<file path="config.mk">
export PLATFORM = sky130hd
export DESIGN_NAME = gcd_three_reduce
export DESIGN_NICKNAME = d
export VERILOG_FILES = /design/src/rtl/gtr_pkg.sv /design/src/rtl/gcd_three_reduce.sv /design/src/rtl/gtr_divider.sv /design/src/rtl/gtr_datapath.sv /design/src/rtl/gtr_ctrl.sv
export SDC_FILE = /design/constraint.sdc
export NUM_CORES = 1
export LEC_CHECK = 0
export BUFFER_PORTS_ARGS = -buffer_cell sky130_fd_sc_hd__buf_4
export CAP_MARGIN = 20
export CORE_ASPECT_RATIO = 1.5
export CORE_MARGIN = 5
export CORE_UTILIZATION = 30
export DETAILED_ROUTE_END_ITERATION = 8
export GPL_ROUTABILITY_DRIVEN = 0
export PLACE_DENSITY = 0.5
export SLEW_MARGIN = 25
export SYNTH_ARGS = -nofsm -noshare
export SYNTH_HDL_FRONTEND = slang
export SYNTH_SLANG_ARGS = --single-unit
export TNS_END_PERCENT = 30
</file>
<file path="constraint.sdc">
create_clock -name clk -period 9.8 [get_ports clk]
set_input_delay 0.98 -clock clk [delete_from_list [all_inputs] [get_ports clk]]
set_output_delay 0.98 -clock clk [all_outputs]
set_load 0.02 [all_outputs]
</file>
<file path="src/rtl/gtr_pkg.sv">
// ----------------------------------------------------------------------------
// gtr_pkg - shared types and constants for the three-value GCD reducer
// Field widths, stream packing, controller command and status bundles.
// ----------------------------------------------------------------------------
package gtr_pkg;

	// width of every value field
	localparam int DW = 31;

	// stream widths, fields packed from bit 0 and padded to whole bytes
	localparam int S_TDATA_W = ((3 * DW + 7) / 8) * 8;
	localparam int M_TDATA_W = ((4 * DW + 7) / 8) * 8;

	// divider step counter holds 0..DW
	localparam int CNT_W = $clog2(DW + 1);

	// divider operand / writeback selection
	typedef enum logic [1:0] {
		SEL_EUC,
		SEL_A,
		SEL_B,
		SEL_C
	} sel_t;

	// controller to datapath commands
	typedef struct packed {
		logic load;       // capture input beat, x = b, y = c
		logic div_start;  // launch divider on selected operands
		logic wb;         // write divider result back per sel
		logic euc_next;   // second Euclid pass: x = a, y = x
		logic out_load;   // copy result into output register
		sel_t sel;
	} cmd_t;

	// datapath to controller status
	typedef struct packed {
		logic y_zero;
		logic g_gt1;
		logic div_done;
	} sts_t;

endpackage

</file>
<file path="src/rtl/gcd_three_reduce.sv">
// ----------------------------------------------------------------------------
// gcd_three_reduce - reduce three counts by their greatest common divisor
// g = gcd(a, gcd(b, c)) by Euclid's remainder loop; a, b, c divided by g
// when g exceeds one.
// ----------------------------------------------------------------------------
//  channel  dir  beat contents
//  s_*      in   value_a, value_b, value_c
//  m_*      out  divisor, reduced_a, reduced_b, reduced_c
//
// Each remainder or quotient comes from the one shared restoring
// divider (DW = 31).
// One item in flight; s_tready is high only while the sequencer is idle.
// The result waits in the output register; a stalled m_tready holds the
// sequencer in its last state only while the previous result is unread.
// Reset clears control state only.
// ----------------------------------------------------------------------------
module gcd_three_reduce (
	input  logic                          clk,
	input  logic                          arst_n,
	input  logic                          s_tvalid,
	output logic                          s_tready,
	// value_a, value_b, value_c, zero pad
	input  logic [gtr_pkg::S_TDATA_W-1:0] s_tdata,
	output logic                          m_tvalid,
	input  logic                          m_tready,
	// divisor, reduced_a, reduced_b, reduced_c, zero pad
	output logic [gtr_pkg::M_TDATA_W-1:0] m_tdata
);
	import gtr_pkg::*;

	cmd_t cmd;
	sts_t sts;

	gtr_ctrl u_ctrl (
		.clk       (clk),
		.arst_n    (arst_n),
		.in_valid  (s_tvalid),
		.in_ready  (s_tready),
		.out_valid (m_tvalid),
		.out_ready (m_tready),
		.sts       (sts),
		.cmd       (cmd)
	);

	gtr_datapath u_dp (
		.clk      (clk),
		.arst_n   (arst_n),
		.cmd      (cmd),
		.sts      (sts),
		.in_data  (s_tdata),
		.out_data (m_tdata)
	);

endmodule

</file>
<file path="src/rtl/gtr_divider.sv">
// ----------------------------------------------------------------------------
// gtr_divider - restoring radix-2 divider
// One quotient bit per cycle, DW quotient bits per division, done pulses once.
// ----------------------------------------------------------------------------
module gtr_divider (
	input  logic                   clk,
	input  logic                   arst_n,
	input  logic                   start,
	input  logic [gtr_pkg::DW-1:0] dividend,
	input  logic [gtr_pkg::DW-1:0] divisor,
	output logic                   done,
	output logic [gtr_pkg::DW-1:0] quotient,
	output logic [gtr_pkg::DW-1:0] remainder
);
	import gtr_pkg::*;

	logic [DW-1:0]    rem_q;
	logic [DW-1:0]    quo_q;
	logic [DW-1:0]    den_q;
	logic [CNT_W-1:0] cnt_q;
	logic             busy_q;
	logic             done_q;
	logic [DW+1:0]    diff;

	// trial subtract of the shifted partial remainder
	always_comb begin
		diff = {1'b0, rem_q, quo_q[DW-1]} - {2'b00, den_q};
	end

	// operand and partial result registers
	always_ff @(posedge clk) begin
		if (start) begin
			rem_q <= '0;
			quo_q <= dividend;
			den_q <= divisor;
		end else if (busy_q) begin
			if (!diff[DW+1]) begin
				rem_q <= diff[DW-1:0];
				quo_q <= {quo_q[DW-2:0], 1'b1};
			end else begin
				rem_q <= {rem_q[DW-2:0], quo_q[DW-1]};
				quo_q <= {quo_q[DW-2:0], 1'b0};
			end
		end
	end

	// step count and done pulse
	always_ff @(posedge clk or negedge arst_n) begin
		if (!arst_n) begin
			cnt_q  <= '0;
			busy_q <= 1'b0;
			done_q <= 1'b0;
		end else if (start) begin
			cnt_q  <= CNT_W'(DW);
			busy_q <= 1'b1;
			done_q <= 1'b0;
		end else if (busy_q) begin
			cnt_q <= cnt_q - CNT_W'(1);
			if (cnt_q == CNT_W'(1)) begin
				busy_q <= 1'b0;
				done_q <= 1'b1;
			end
		end else begin
			done_q <= 1'b0;
		end
	end

	assign done      = done_q;
	assign quotient  = quo_q;
	assign remainder = rem_q;

endmodule

</file>
<file path="src/rtl/gtr_datapath.sv">
// ----------------------------------------------------------------------------
// gtr_datapath - operand registers, Euclid pair, shared divider, output regs
// Acts only on controller commands; reports zero / greater-than-one / done.
// ----------------------------------------------------------------------------
module gtr_datapath (
	input  logic                          clk,
	input  logic                          arst_n,
	input  gtr_pkg::cmd_t                 cmd,
	output gtr_pkg::sts_t                 sts,
	input  logic [gtr_pkg::S_TDATA_W-1:0] in_data,
	output logic [gtr_pkg::M_TDATA_W-1:0] out_data
);
	import gtr_pkg::*;

	logic [DW-1:0] a_q, b_q, c_q;
	logic [DW-1:0] x_q, y_q;
	logic [DW-1:0] divisor_q, red_a_q, red_b_q, red_c_q;
	logic [DW-1:0] dvd, dvs;
	logic [DW-1:0] quo, rem;
	logic          div_done;

	// divider operand select
	always_comb begin
		case (cmd.sel)
			SEL_A:   begin dvd = a_q; dvs = x_q; end
			SEL_B:   begin dvd = b_q; dvs = x_q; end
			SEL_C:   begin dvd = c_q; dvs = x_q; end
			default: begin dvd = x_q; dvs = y_q; end
		endcase
	end

	gtr_divider u_div (
		.clk       (clk),
		.arst_n    (arst_n),
		.start     (cmd.div_start),
		.dividend  (dvd),
		.divisor   (dvs),
		.done      (div_done),
		.quotient  (quo),
		.remainder (rem)
	);

	// operand and Euclid registers
	always_ff @(posedge clk) begin
		if (cmd.load) begin
			a_q <= in_data[DW-1:0];
			b_q <= in_data[2*DW-1:DW];
			c_q <= in_data[3*DW-1:2*DW];
			x_q <= in_data[2*DW-1:DW];
			y_q <= in_data[3*DW-1:2*DW];
		end else if (cmd.euc_next) begin
			x_q <= a_q;
			y_q <= x_q;
		end else if (cmd.wb) begin
			case (cmd.sel)
				SEL_A:   a_q <= quo;
				SEL_B:   b_q <= quo;
				SEL_C:   c_q <= quo;
				default: begin
					x_q <= y_q;
					y_q <= rem;
				end
			endcase
		end
	end

	// output register, held until the beat is taken
	always_ff @(posedge clk) begin
		if (cmd.out_load) begin
			divisor_q <= x_q;
			red_a_q   <= a_q;
			red_b_q   <= b_q;
			red_c_q   <= c_q;
		end
	end

	assign out_data = {{(M_TDATA_W - 4 * DW){1'b0}}, red_c_q, red_b_q, red_a_q, divisor_q};

	assign sts.y_zero   = (y_q == '0);
	assign sts.g_gt1    = (x_q > DW'(1));
	assign sts.div_done = div_done;

endmodule

</file>
<file path="src/rtl/gtr_ctrl.sv">
// ----------------------------------------------------------------------------
// gtr_ctrl - sequencer for the reducer
// Two Euclid passes, up to three reducing divisions, then the output beat.
// ----------------------------------------------------------------------------
module gtr_ctrl (
	input  logic          clk,
	input  logic          arst_n,
	input  logic          in_valid,
	output logic          in_ready,
	output logic          out_valid,
	input  logic          out_ready,
	input  gtr_pkg::sts_t sts,
	output gtr_pkg::cmd_t cmd
);
	import gtr_pkg::*;

	typedef enum logic [2:0] {
		ST_IDLE,
		ST_EUC1,
		ST_WAIT1,
		ST_EUC2,
		ST_WAIT2,
		ST_RED,
		ST_WRED,
		ST_FIN
	} state_t;

	state_t state_q;
	sel_t   red_sel_q;
	logic   out_valid_q;
	logic   out_free;

	assign out_free = !out_valid_q || out_ready;
	assign in_ready = (state_q == ST_IDLE);

	// command decode
	always_comb begin
		cmd = '0;
		cmd.sel = SEL_EUC;
		unique case (state_q)
			ST_IDLE:  cmd.load = in_valid;
			ST_EUC1: begin
				cmd.euc_next  = sts.y_zero;
				cmd.div_start = !sts.y_zero;
			end
			ST_WAIT1: cmd.wb = sts.div_done;
			ST_EUC2:  cmd.div_start = !sts.y_zero;
			ST_WAIT2: cmd.wb = sts.div_done;
			ST_RED: begin
				cmd.sel       = red_sel_q;
				cmd.div_start = 1'b1;
			end
			ST_WRED: begin
				cmd.sel = red_sel_q;
				cmd.wb  = sts.div_done;
			end
			ST_FIN:   cmd.out_load = out_free;
			default:  cmd = '0;
		endcase
	end

	// state and output valid
	always_ff @(posedge clk or negedge arst_n) begin
		if (!arst_n) begin
			state_q     <= ST_IDLE;
			red_sel_q   <= SEL_A;
			out_valid_q <= 1'b0;
		end else begin
			// old beat taken with no new result loaded behind it
			if (out_valid_q && out_ready && !cmd.out_load) begin
				out_valid_q <= 1'b0;
			end
			unique case (state_q)
				ST_IDLE: begin
					if (in_valid) state_q <= ST_EUC1;
				end
				ST_EUC1: begin
					state_q <= sts.y_zero ? ST_EUC2 : ST_WAIT1;
				end
				ST_WAIT1: begin
					if (sts.div_done) state_q <= ST_EUC1;
				end
				ST_EUC2: begin
					if (!sts.y_zero) begin
						state_q <= ST_WAIT2;
					end else if (sts.g_gt1) begin
						red_sel_q <= SEL_A;
						state_q   <= ST_RED;
					end else begin
						state_q <= ST_FIN;
					end
				end
				ST_WAIT2: begin
					if (sts.div_done) state_q <= ST_EUC2;
				end
				ST_RED: state_q <= ST_WRED;
				ST_WRED: begin
					if (sts.div_done) begin
						case (red_sel_q)
							SEL_A:   begin red_sel_q <= SEL_B; state_q <= ST_RED; end
							SEL_B:   begin red_sel_q <= SEL_C; state_q <= ST_RED; end
							default: state_q <= ST_FIN;
						endcase
					end
				end
				ST_FIN: begin
					if (out_free) begin
						out_valid_q <= 1'b1;
						state_q     <= ST_IDLE;
					end
				end
				default: state_q <= ST_IDLE;
			endcase
		end
	end

	assign out_valid = out_valid_q;

endmodule
</file>
# Word-level counts from Yosys, hierarchy flattened
# Cells that the tools add are included.
[classes] muxes=57 n_reduce_logical=26 n_lt_le_gt_ge=1 addsub=2 eq_ne=24
[ops] op="31-bit two-way mux" n=23
[ops] op="31-bit case mux with 3 select lines" n=1
[ops] op="32-bit by 31-bit subtractor with 33-bit output" n=1
[ops] op="31-bit by 1-bit greater-than comparator with 1-bit output (second input constant)" n=1
[ops] op="31-bit logical NOT" n=1
[ops] op="3-bit case mux with 8 select lines" n=1
[ops] op="3-bit two-way mux" n=6
[ops] op="1-bit two-way mux" n=15
[ops] op="3-bit == test (second input constant)" n=4
[ops] op="2-bit two-way mux" n=6
[ops] op="2-bit by 1-bit != test with 1-bit output (second input constant)" n=6
[ops] op="2-bit nonzero test" n=6
[ops] op="5-bit two-way mux" n=2
[ops] op="5-bit AND reduction" n=2
[ops] op="3-bit AND reduction" n=3
[ops] op="2-bit case mux with 2 select lines" n=2
[ops] op="2-bit == test (second input constant)" n=3
[ops] op="3-bit by 2-bit == test with 1-bit output (second input constant)" n=2
[ops] op="3-bit by 1-bit != test with 1-bit output (second input constant)" n=2
[ops] op="2-bit OR reduction" n=3
[ops] op="3-bit OR reduction" n=2
[ops] op="5-bit by 1-bit == test with 1-bit output (second input constant)" n=1
[ops] op="5-bit by 1-bit subtractor with 5-bit output (second input constant)" n=1
[ops] op="2-bit by 1-bit == test with 1-bit output (second input constant)" n=2
[ops] op="10 further kinds" n=14
[word_totals] output_inout_bits=130 word_cells=128 input_bits=100 reg_bits=385

# Longest topological paths before layout
# Gate-level depths: netlist (run 1).
[depth] ltp_word=9 depth_mapped=13 ltp_nobuf=12

# Hierarchy
# A second synthesis (run 1) with hierarchy kept.
[hier_totals] hier_cells=1423 area_unflattened_um2=18251.3
[by_module_without_submodules] mod="gtr_datapath" instances=1 cells_each=793 area_each_um2=12015.3 seq_area_each_um2=8378.0
[by_module_without_submodules] mod="gtr_divider" instances=1 cells_each=585 area_each_um2=5841.9 seq_area_each_um2=2657.5
[by_module_without_submodules] mod="gtr_ctrl" instances=1 cells_each=45 area_each_um2=394.1 seq_area_each_um2=151.4

# Worst setup path after synthesis (run 1)
# OpenSTA, ideal clock, no wires.
[synth_path] kind="input to register" from="in m_tready" to="reg u_dp.divisor_q[0] (enable)" t_arrival_ns=6.242 path_stages=2 slack_ns=2.948 required_time_ns=9.190 n_path_buf=0 setup_ns=0.610 path_cell_list="nor2b_1 nor2_1"
[synth_lines] element="start, declared" line="gcd_three_reduce.sv:25" rtl="input logic m_tready,"
[synth_lines] element="end signal, assigned" line="gtr_datapath.sv:70" rtl="divisor_q <= x_q;"
[synth_lines] element="end, declared" line="gtr_datapath.sv:17" rtl="logic [DW-1:0] divisor_q, red_a_q, red_b_q, red_c_q;"

# Final worst setup path (run 1)
[layout_path] from="reg u_dp.y_q[0]" to="reg u_dp.y_q[11] (enable)"
[layout_between] elab_chain_cells=4 word_cells_on_any_way=5 cone_classes="1 x eq/ne; 1 x mux; 3 x reduce/logical"
[layout_lines] element="start, declared" line="gtr_datapath.sv:16" rtl="logic [DW-1:0] x_q, y_q;"
[layout_lines] element="start signal, assigned" line="gtr_datapath.sv:50" rtl="y_q <= in_data[3*DW-1:2*DW];"
[layout_lines] element="start signal, assigned" line="gtr_datapath.sv:53" rtl="y_q <= x_q;"
[layout_lines] element="start signal, assigned" line="gtr_datapath.sv:61" rtl="y_q <= rem;"
[layout_lines] element="31-bit logical NOT (*)" line="gtr_datapath.sv:79" rtl="assign sts.y_zero = (y_q == '0);"
[layout_lines] element="1-bit two-way mux (*)" line="gtr_ctrl.sv:40" rtl="unique case (state_q)"
[layout_lines] element="3-bit by 1-bit != test with 1-bit output (no line) / 3-bit nonzero test (equally long branches)"
[layout_lines] element="2-bit AND reduction (no line) (*)"
# Mark *: on every way between the ends. The rest lies on a longest branch, timed or not.
# A chain may end at the register's enable or synchronous reset.

==> metrics.yaml, run 1 <==
run_status:
  status: "completed"
critical_path:
  rrSetupSlack_ns: 5.48
  r2r-end: "u_dp.y_q[11]$_DFFE_PP_"
  crit_start: "u_dp.y_q[0]$_DFFE_PP_"
  worstRegToRegCells: 8
  critPathMaxFanout: 63
  rr_startpoint: "u_dp.y_q[0]$_DFFE_PP_"
  crit_type: "flop to flop"
  start_kind: "flop"
  cp.arrival_ns: 4.53
  crit_path_end_kind: "flop"
  critPathRequiredTime_ns: 10.01
logic_synthesis:
  synth_top_family_by_area: "simple AND/OR/NAND/NOR gates"
  async_reset_ff_frac: 0.0338
  synth-simple-area-share: 0.141
  avgSynthCellArea_um2: 11.7
  syn_area_mm2: 0.0176
  synthFlopType: "edfxtp_1"
  syn_inst: 1508
  synth_mux_area_frac: 0.0387
  synth_compound_area_frac: 0.116
  synth_edf_count: 341
  synth_xor_area_frac: 0.0124
  synth_area_leaders: "edfxtp_1 (58%), nand2_1 (7.0%), dfxtp_1 (3.5%)"
  yosys_warnings: 0
  ys_seq_elements: 385
  synth_cell_types: 71
  ys_seq_area_frac: 0.635
  synth_fa_ha_area_frac: 0.0260
  synth_top_area_frac: 0.581
  synth.largest_area_cell: "edfxtp_1"
floorplan:
  coreArea_mm2: 0.0581
  die_h_um: 307
  start_util: 0.303
  num_io_pins: 230
  rows: 108
  die_w_um: 208
  die-area_mm2: 0.0638
routing:
  drt_wl_total_um: 56000
  route.detailed.drc: 0
  ant_nets: 0
  viasPerCell: 5.05
  drt_first_pass_iters: 5
  num_vias: 12600
  wl_per_cell_um: 22.3
  first_iter_violations: 903
placed_design:
  dpl.hpwl_um: 37300
  port_buffers: 222
  dp_cells: 2433
  place_ws_ns: 5.32
sta:
  hold_viol: 0
  final.setup_skew_ns: 0.0163
  max_freq_mhz: 231
  maxSlewViolCount: 0
  finalSetupTns_ns: 0
  fin_crit_sh: 0.441
  whs_ns: 0.292
  slew-limit-headroom: 0.364
  period_minus_slack_ns: 4.32
  worstMarginPinSlew_ns: 0.950
  setup_viol: 0
  rsz0062_at_grt: "no"
  setup_slack_ns: 5.48
layout:
  drive_gt1_frac: 0.203
  syn_to_final_growth_pct: 21.6
  nets: 1840
  finalNonFillerCells: 2505
cts:
  htreeDepth: 2
  clk_pin_slew_ns: 0.06
  clkLatencyLatePin_ns: 0.54
  clockRootBuffer: "clkbuf_16"
  ctsHoldBuffers: 0
  ctsResizeCount: 0
  clock_path_buffers: 3
  post_cts_buffers: 0
  clkSinkCount: 385
  cts_buffers: 39
  cts_tree: "built"
global_routing:
  grt_usage: 0.168
  antenna_found_initial: 1
  grt_pass1_vias: 13000
  grt-ovfl-total: 0
  grt_max_degree: 74
  grt_pass1_wl_um: 82500
job:
  max-cap-violations: 0
hold_path:
  hold_class: "input pin to async pin"
power:
  vdd_drop_max_mv: 0.187
  power.density_mw_per_mm2: 327
  leakage_nw: 8.42
## metal layers
| metal | share of wire | track usage |
|---|---|---|
| met5 | 0.00013 | 0 |
| met4 | 0.025 | 0.0466 |
| met3 | 0.042 | 0.0211 |
| met2 | 0.51 | 0.305 |
| met1 | 0.42 | 0.211 |
## cells by family after synthesis
kind of cell             after synthesis
buffers and inverters                131
XOR/XNOR                              25
flip-flops                           385
AO/OA/AOI/OAI                        310
adder cells (fa/ha/maj)               36
AND/OR/NAND/NOR                      556
multiplexers                          64
other                                  1
## how the worst max path moves through the flow
stage / endpoint / depth (start not counted) / slack (ns)
after floorplan: u_dp.divisor_q[0]$_DFFE_PP_ / 2 / 2.95
after global placement: u_dp.y_q[4]$_DFFE_PP_ / 8 / 5.52
after detailed placement: u_dp.y_q[4]$_DFFE_PP_ / 8 / 5.32
after CTS: u_dp.y_q[11]$_DFFE_PP_ / 8 / 5.32
after global routing: u_dp.y_q[4]$_DFFE_PP_ / 8 / 5.26
final: u_dp.y_q[11]$_DFFE_PP_ / 8 / 5.48
## worst max-delay path, cell delays in order, from the launching register on
cell,delay [ns]
edfxtp_1,0.42
nor4_1,0.65
nand4_1,0.43
nor2_1,0.25
and3_4,0.85
nor2_4,0.06
o21ai_4,0.09
and2_1,0.78
buf_4,0.44
## cells in the final DEF (no fill, tap or decap), types with 4 or more instances in the layout
cell type	count
edfxtp_1	341
nand2_1	327
buf_4	237
o21ai_0	86
a21oi_1	67
nor2_1	51
inv_1	44
nand3_1	41
clkbuf_16	41
nand2b_1	37
and3_1	36
ha_1	35
a211oi_1	34
a31oi_1	33
a221o_1	32
mux2_2	31
mux2i_1	31
dfxtp_1	31
nor4_1	16
xnor2_1	15
a21o_1	11
dfrtp_1	11
xor2_1	10
nand4_1	9
nor3_1	8
clkbuf_1	8
o21a_1	7
clkinv_1	6
clkinv_2	5
clkbuf_8	5
o211ai_1	4
or3_1	4
a21oi_4	4
nand3b_1	4
o311ai_0	4
conb_1	4
bufinv_16	4
## synthesized netlist by cell type (7+ instances only)
master	number
edfxtp_1	341
nand2_1	328
o21ai_0	87
a21oi_1	70
clkbuf_1	64
nor2_1	53
inv_1	45
nand3_1	42
and3_1	38
nand2b_1	37
ha_1	35
a211oi_1	34
a31oi_1	33
a221o_1	32
dfxtp_1	31
mux2_2	31
mux2i_1	31
nor4_1	16
xnor2_1	15
dfrtp_1	12
a21o_1	11
xor2_1	10
nand4_1	9
nor3_1	9
buf_1	7
buf_2	7
o21a_1	7
## state kept, by name, summed over array words and instances, names as in the netlist, 31 cells and up
name and flops:
u_dp.u_div.den_q 31, u_dp.a_q 31, u_dp.x_q 31, u_dp.red_b_q 31, u_dp.y_q 31, u_dp.b_q 31
u_dp.divisor_q 31, u_dp.c_q 31, u_dp.red_a_q 31, u_dp.red_c_q 31, u_dp.u_div.quotient 31, u_dp.u_div.remainder 31
## through the flow
step / util / power [mW] / cell area (um2)
floorplan: - / 4.63 / 17600
global placement: 0.346 / 5.44 / 20100
detailed placement: 0.346 / 5.50 / 20100
CTS: 0.369 / 7.08 / 21400
global route: 0.369 / 7.44 / 21400
finish: 0.369 / 7.00 / 21400
## report_power, final
group | total [mW] | leakage, nW | internal, mW | switching [mW]
clock network | 1.55 | 0.640 | 0.909 | 0.644
registers | 2.79 | 3.59 | 2.44 | 0.348
logic | 2.65 | 4.19 | 0.995 | 1.66
## cell type report
class | count | area [um2]
clock buffers | 54 | 1120
well taps | 770 | 963
diodes | 1 | 2.50
clock inverters | 17 | 184
flip-flops and latches | 385 | 11200
inverters | 45 | 169
multi-input cells | 995 | 5990
repair buffers | 238 | 1790
fillers | 5767 | 36700
Power figures use the tool's default switching activity.
==> inputs of run 2 (changes only) <==
PLACE_DENSITY = 0.52   (was 0.5)
clock period = 3.7 ns   (was 9.8 ns; I/O delays follow)
==> run 2 against run 1 <==
Net effect:
- flip-flop and latch count did not move
- via count is 0.61% higher
- sequential share of layout area decreased by 0.51 points
- die area did not move
- first-iteration DRC count up 19%
- sequential power grew to 2.6 times the previous value
- final area increased by 0.95%
- core utilization grew 0.35 points
- critical path type unchanged
- largest power group is now combinational cells
==> metrics.yaml, run 2 (same netlist as run 1, synthesis figures left out) <==
run_status:
  status: "completed"
power:
  vdd_drop_max_mv: 0.354  # +90%
  power.density_mw_per_mm2: 866  # +170%
  leakage_nw: 8.56  # +1.6%
critical_path:
  cpPeakStageDelay_ns: 0.41  # -0.44 ns
  critPathMaxFanout: 16  # -75%
  crit_family: "compound AO/OA/AOI/OAI gates"
  crit_start: "u_dp.u_div.quotient[30]$_DFFE_PP_"
  start_kind: "flop"
  rr_startpoint: "u_dp.u_div.quotient[30]$_DFFE_PP_"
  cpMaxStageDelayCell: "a221oi_2"
  crit_type: "flop to flop"
  cp_cell_sequence: "inv_1 -> ha_1 -> inv_1 -> fa_1 -> a21o_1 -> a221oi_4 -> o21ai_2 -> a221oi_2 -> a21o_4 -> a21o_4 -> mux2_1 -> a21oi_1"
  crit_path_end_kind: "flop"
  crit_buf_inv: 2  # +1
  critPathRequiredTime_ns: 4.18  # -5.83 ns
  cp.arrival_ns: 3.74  # -0.79 ns
routing:
  drt_wl_total_um: 55500  # -0.90%
  ant_nets: 0  # unchanged
  first_iter_violations: 1071  # +19%
  wl_per_cell_um: 22.0  # -1.5%
  num_vias: 12700  # +0.61%
  drt_first_pass_iters: 6  # +1
  viasPerCell: 5.05  # about the same
  route.detailed.drc: 0  # unchanged
sta:
  setup_slack_ns: 0.444  # -5.03 ns
  fin_crit_sh: 0.880  # +0.439
  period_minus_slack_ns: 3.26  # -1.07 ns
  final.setup_skew_ns: 0.0163  # -0.0000233 ns
  setup_viol: 0  # unchanged
  slew-limit-headroom: 0.430  # +0.0651
  max_freq_mhz: 307  # +33%
  finalSetupTns_ns: 0  # unchanged
  worstMarginPinSlew_ns: 0.856  # -0.0942 ns
  maxSlewViolCount: 0  # unchanged
  hold_viol: 0  # unchanged
  rsz0062_at_grt: "no"
cts:
  cts_tree: "built"
  clkLatencyLatePin_ns: 0.54  # about the same
  cts_buffers: 39  # unchanged
  post_cts_buffers: 0  # unchanged
  clkSinkCount: 385  # unchanged
  clock_path_buffers: 3  # unchanged
  ctsResizeCount: 0  # unchanged
  clk_pin_slew_ns: 0.07  # about the same
  htreeDepth: 2  # unchanged
  clockRootBuffer: "clkbuf_16"
  ctsHoldBuffers: 1  # +1
placed_design:
  dpl.hpwl_um: 38700  # +3.8%
  port_buffers: 222  # unchanged
  place_ws_ns: 0.432  # -4.89 ns
hold_path:
  hold_class: "input pin to flop"
  hold_start: "s_tdata[7]"
layout:
  final_cell_mix: "edfxtp_1 (341), nand2_1 (328), buf_4 (248), o21ai_0 (86), a21oi_1 (67)"
  layout_commonest_cell: "edfxtp_1"
  final_util: 0.372  # +0.00349
  antenna_cells: 0  # -1
  nets: 1857  # +0.92%
  syn_to_final_growth_pct: 22.7
  drive_gt1_frac: 0.213  # +0.00957
global_routing:
  grt_pass1_wl_um: 82100  # -0.55%
  antenna_found_initial: 1  # unchanged
  grt_usage: 0.166  # -0.00219
  grt_max_degree: 72  # -2.7%
  grt-ovfl-total: 0  # unchanged
  grt_pass1_vias: 13200  # +1.2%
floorplan:
  die_h_um: 307  # unchanged
  start_util: 0.303  # unchanged
  num_io_pins: 230  # unchanged
  rows: 108  # unchanged
  coreArea_mm2: 0.0581  # unchanged
  die_w_um: 208  # unchanged
  die-area_mm2: 0.0638  # unchanged
job:
  max-cap-violations: 0  # unchanged
## run 2: changes by cell type in the layout (fill, tap and decap cells not counted), sizes merged
| cell | before | now |
|---|---|---|
| buf | 238 | 254 |
| inv | 45 | 46 |
| clkinv | 12 | 19 |
| clkinvlp | 1 | 0 |
| diode | 1 | 0 |
| clkbuf | 54 | 44 |
| bufinv | 4 | 6 |
| dlygate4sd3 | 0 | 1 |
## run 2: routing by layer
layer	global-route usage	vias to the layer above	wire (um)
met5	0	-	0
met4	0.0455	0	1430
met3	0.0203	78	2430
met2	0.312	390	29500
met1	0.199	6279	22100
li1	-	5969	-
## run 2: worst register-to-register path, stage by stage, from the launching register on
cell and delay [ns]:
edfxtp_1 0.40, inv_1 0.09, ha_1 0.16, inv_1 0.05, fa_1 0.39, a21o_1 0.23, a221oi_4 0.35, o21ai_2 0.15
a221oi_2 0.41, a21o_4 0.22, a21o_4 0.26, mux2_1 0.36, a21oi_1 0.13
## run 2: worst paths after layout
kind,end,slack [ns],depth (start not counted)
min in group asynchronous,u_dp.u_div.cnt_q[1]$_DFFE_PN0P_,0.23,2
max,u_dp.u_div.remainder[0]$_SDFFE_PP0P_,0.44,12
max reg2reg,u_dp.u_div.remainder[0]$_SDFFE_PP0P_,0.44,12
min,u_dp.a_q[7]$_DFFE_PP_,0.1,3
min reg2reg,u_dp.red_b_q[1]$_DFFE_PP_,0.45,0
max in group asynchronous,u_ctrl.red_sel_q[0]$_DFFE_PN1P_,3.22,2
## run 2: per-stage QoR
| step | cell area [um2] | cells | hold slack [ns] | power, mW |
|---|---|---|---|---|
| global placement | 20300 | 2449 | 0.249 | 14.5 |
| floorplan | 17600 | 1511 | 0.0744 | 12.2 |
| detailed placement | 20300 | 2449 | 0.253 | 14.7 |
| finish | 21600 | 2520 | 0.0974 | 18.7 |
| global route | 21600 | 2520 | 0.0836 | 19.9 |
| CTS | 21600 | 2520 | 0.0749 | 18.9 |
## run 2: power by group
part           switching (mW)  total (mW)  internal (mW)  leakage, nW
Clock                    1.73        4.17           2.44        0.665
Combinational            4.52        7.30           2.79         4.30
Sequential              0.798        7.26           6.46         3.59
Total                    7.04        18.7           11.7         8.56
## run 2: area by class of cell
class,count,area (um2)
inverters,45,169
repair buffers,255,1990
clock inverters,26,285
multi-input cells,995,5990
well taps,770,963
clock buffers,44,1040
fillers,5770,36500
flip-flops and latches,385,11200
==> inputs of run 3 (changes only) <==
PLACE_DENSITY = 0.51   (was 0.52)
SYNTH_HIERARCHICAL = 1   (was default)
==> run 3 against run 2 <==
Net effect:
- clock-buffer cell count grew 1
- first-iteration DRC count decreased by 16%
- area after synthesis rose by 3.6%
- global-route usage increased by 0.35 points
- cell count fell by 1.8%
- clock skew is 0.0051 ns higher
- flip-flop and latch count stayed put
- die area increased by 3.4%
- critical path depth increased by 1
- sequential power fell by 36%
- largest cell class unchanged
==> metrics.yaml, run 3 <==
routing:
  drt_first_pass_iters: 7  # +1
  drt_wl_total_um: 57700  # +4.0%
  viasPerCell: 4.99  # -1.2%
  wl_per_cell_um: 23.3  # +5.9%
  route.detailed.drc: 0  # unchanged
  ant_nets: 0  # unchanged
  first_iter_violations: 900  # -16%
  num_vias: 12300  # -3.0%
logic_synthesis:
  syn_area_mm2: 0.0183  # +3.6%
  synth.largest_area_cell: "edfxtp_1"
  synthFlopType: "edfxtp_1"
  synth_cell_types: 79  # +11%
  synth_edf_count: 341  # unchanged
  syn_inst: 1423  # -5.6%
  async_reset_ff_frac: 0.0338  # unchanged
  synth_most_common_cell: "edfxtp_1"
  yosys_warnings: 6  # +6
  synth_commonest_cells: "edfxtp_1 (341), nand2_1 (289), o21ai_0 (57)"
  ys_seq_area_frac: 0.613  # -0.0219
  avgSynthCellArea_um2: 12.8  # +9.8%
  ys_seq_elements: 385  # unchanged
  synth_top_area_frac: 0.561  # -0.0200
  synth_area_leaders: "edfxtp_1 (56%), nand2_1 (5.9%), dfxtp_1 (3.4%)"
global_routing:
  grt_pass1_wl_um: 85000  # +3.5%
  grt_pass1_vias: 13200  # +0.023%
  grt_max_degree: 78  # +8.3%
  grt-ovfl-total: 0  # unchanged
  grt_usage: 0.169  # +0.00353
  antenna_found_initial: 0  # -1
hold_path:
  hold_class: "input pin to flop"
critical_path:
  start_kind: "flop"
  critPathRequiredTime_ns: 4.14  # -0.04 ns
  cp_cell_sequence: "inv_1 -> ha_1 -> fa_1 -> nand2b_1 -> a21oi_1 -> o41ai_1 -> buf_4 -> a21o_1 -> nand4_2 -> a21o_1 -> buf_12 -> nand2_1 -> a311oi_1"
  cp.arrival_ns: 3.76  # +0.02 ns
  crit_path_end_kind: "flop"
  critPathMaxFanout: 17  # +1
  crit_type: "flop to flop"
  cpPeakStageDelay_ns: 0.45  # +0.04 ns
  path_common_cell: "a21o_1"
  cpMaxStageDelayCell: "fa_1"
floorplan:
  die_w_um: 211  # +1.7%
  die_h_um: 312  # +1.7%
  coreArea_mm2: 0.0601  # +3.5%
  rows: 110  # +1.9%
  die-area_mm2: 0.0660  # +3.4%
  start_util: 0.303  # about the same
  num_io_pins: 230  # unchanged
layout:
  syn_to_final_growth_pct: 21.7
  nets: 1796  # -3.3%
  final_area_mm2: 0.0222  # +2.8%
  drive_gt1_frac: 0.257  # +0.0442
  antenna_cells: 0  # unchanged
  final_cell_mix: "edfxtp_1 (341), nand2_1 (289), buf_4 (257), o21ai_0 (57), inv_1 (53)"
  layout_commonest_cell: "edfxtp_1"
sta:
  finalSetupTns_ns: 0  # unchanged
  rsz0062_at_grt: "no"
  max_freq_mhz: 302  # -1.8%
  setup_viol: 0  # unchanged
  maxSlewViolCount: 0  # unchanged
  slew-limit-headroom: 0.403  # -0.0265
  whs_ns: 0.100  # +0.00285 ns
  hold_viol: 0  # unchanged
  final.setup_skew_ns: 0.0214  # +0.00513 ns
  period_minus_slack_ns: 3.32  # +0.0607 ns
  worstMarginPinSlew_ns: 0.873  # +0.0172 ns
  setup_slack_ns: 0.384  # -0.0607 ns
  fin_crit_sh: 0.896  # +0.0164
cts:
  cts_tree: "built"
  clockRootBuffer: "clkbuf_16"
  clk_pin_slew_ns: 0.07  # about the same
  cts_buffers: 38  # -2.6%
  ctsResizeCount: 0  # unchanged
  clkLatencyLatePin_ns: 0.54  # about the same
  clock_path_buffers: 3  # unchanged
  htreeDepth: 2  # unchanged
  clkSinkCount: 385  # unchanged
placed_design:
  dpl.hpwl_um: 41600  # +7.4%
  place_ws_ns: 0.461  # +0.0288 ns
  post_dp_cell_area_mm2: 0.0210  # +3.3%
  port_buffers: 222  # unchanged
power:
  power.density_mw_per_mm2: 392  # -55%
  vdd_drop_max_mv: 0.235  # -34%
  leakage_nw: 8.29  # -3.1%
run_status:
  status: "completed"
job:
  max-cap-violations: 0  # unchanged
## run 3: cell type report
class                           count  area, um2
Multi-Input combinational cell    914       6460
Fill cell                        5882      37900
Inverter                           54        203
Clock inverter                     24        254
Clock buffer                       45        998
Tap cell                          784        981
Timing Repair Buffer              268       2140
Sequential cell                   385      11200
## run 3: final timing paths
path	start	end	slack, ns	depth (start not counted)
hold / removal	s_tdata[24]	u_dp/a_q[24]$_DFFE_PP_	0.10	3
setup / recovery	u_dp/u_div/quotient[30]$_DFFE_PP_	u_dp/u_div/remainder[5]$_SDFFE_PP0P_	0.38	13
max in group asynchronous	arst_n	u_ctrl/red_sel_q[0]$_DFFE_PN1P_	3.21	2
setup reg to reg	u_dp/u_div/quotient[30]$_DFFE_PP_	u_dp/u_div/remainder[5]$_SDFFE_PP0P_	0.38	13
min in group asynchronous	arst_n	u_ctrl/out_valid$_DFF_PN0_	0.24	2
hold reg to reg	u_dp/c_q[28]$_DFFE_PP_	u_dp/red_c_q[28]$_DFFE_PP_	0.44	0
## run 3: stage by stage
stage / total power, mW / instances / utilization
after floorplan: 4.76 / 1426 / -
after global placement: 4.84 / 2404 / 0.348
after detailed placement: 4.84 / 2404 / 0.348
after CTS: 8.80 / 2474 / 0.369
after global routing: 8.97 / 2474 / 0.369
final: 8.71 / 2474 / 0.369
## run 3: critical path, delay by kind of cell (launching register included)
family                   cells  cell delay, ns
buffers and inverters        3            0.48
flip-flops                   1            0.35
AND/OR/NAND/NOR              3            0.38
adder cells (fa/ha/maj)      2            0.71
AO/OA/AOI/OAI                5            1.26
## run 3: kinds of logic after synthesis
logic type,share of synthesized area
other,0.000205
muxes,0.105
buffers and inverters,0.0359
xor gates and xnor gates,0.0130
and+or+nand+nor,0.127
adders and majority gates,0.0244
AOI/OAI and AO/OA,0.0815
DFF,0.613
## run 3: timing repair
| action | CTS | global route |
|---|---|---|
| hold buffers | 1 | 0 |
| setup buffers | 0 | 0 |
| endpoints found under the hold margin | 13 | 0 |
## run 3: metal layers
metal,up-vias,track usage,share of wire
met5,-,0,0
met4,0,0.0583,0.033
met3,75,0.0201,0.042
met2,338,0.305,0.52
met1,6221,0.208,0.40
li1,5702,-,-
## run 3: power by group
part | leakage [nW] | internal [mW] | switching, mW
sequential | 3.17 | 4.66 | 0.0000000000000000203
clock | 0.602 | 2.23 | 1.73
combinational | 4.52 | 0.0639 | 0.0269
total | 8.29 | 6.95 | 1.75
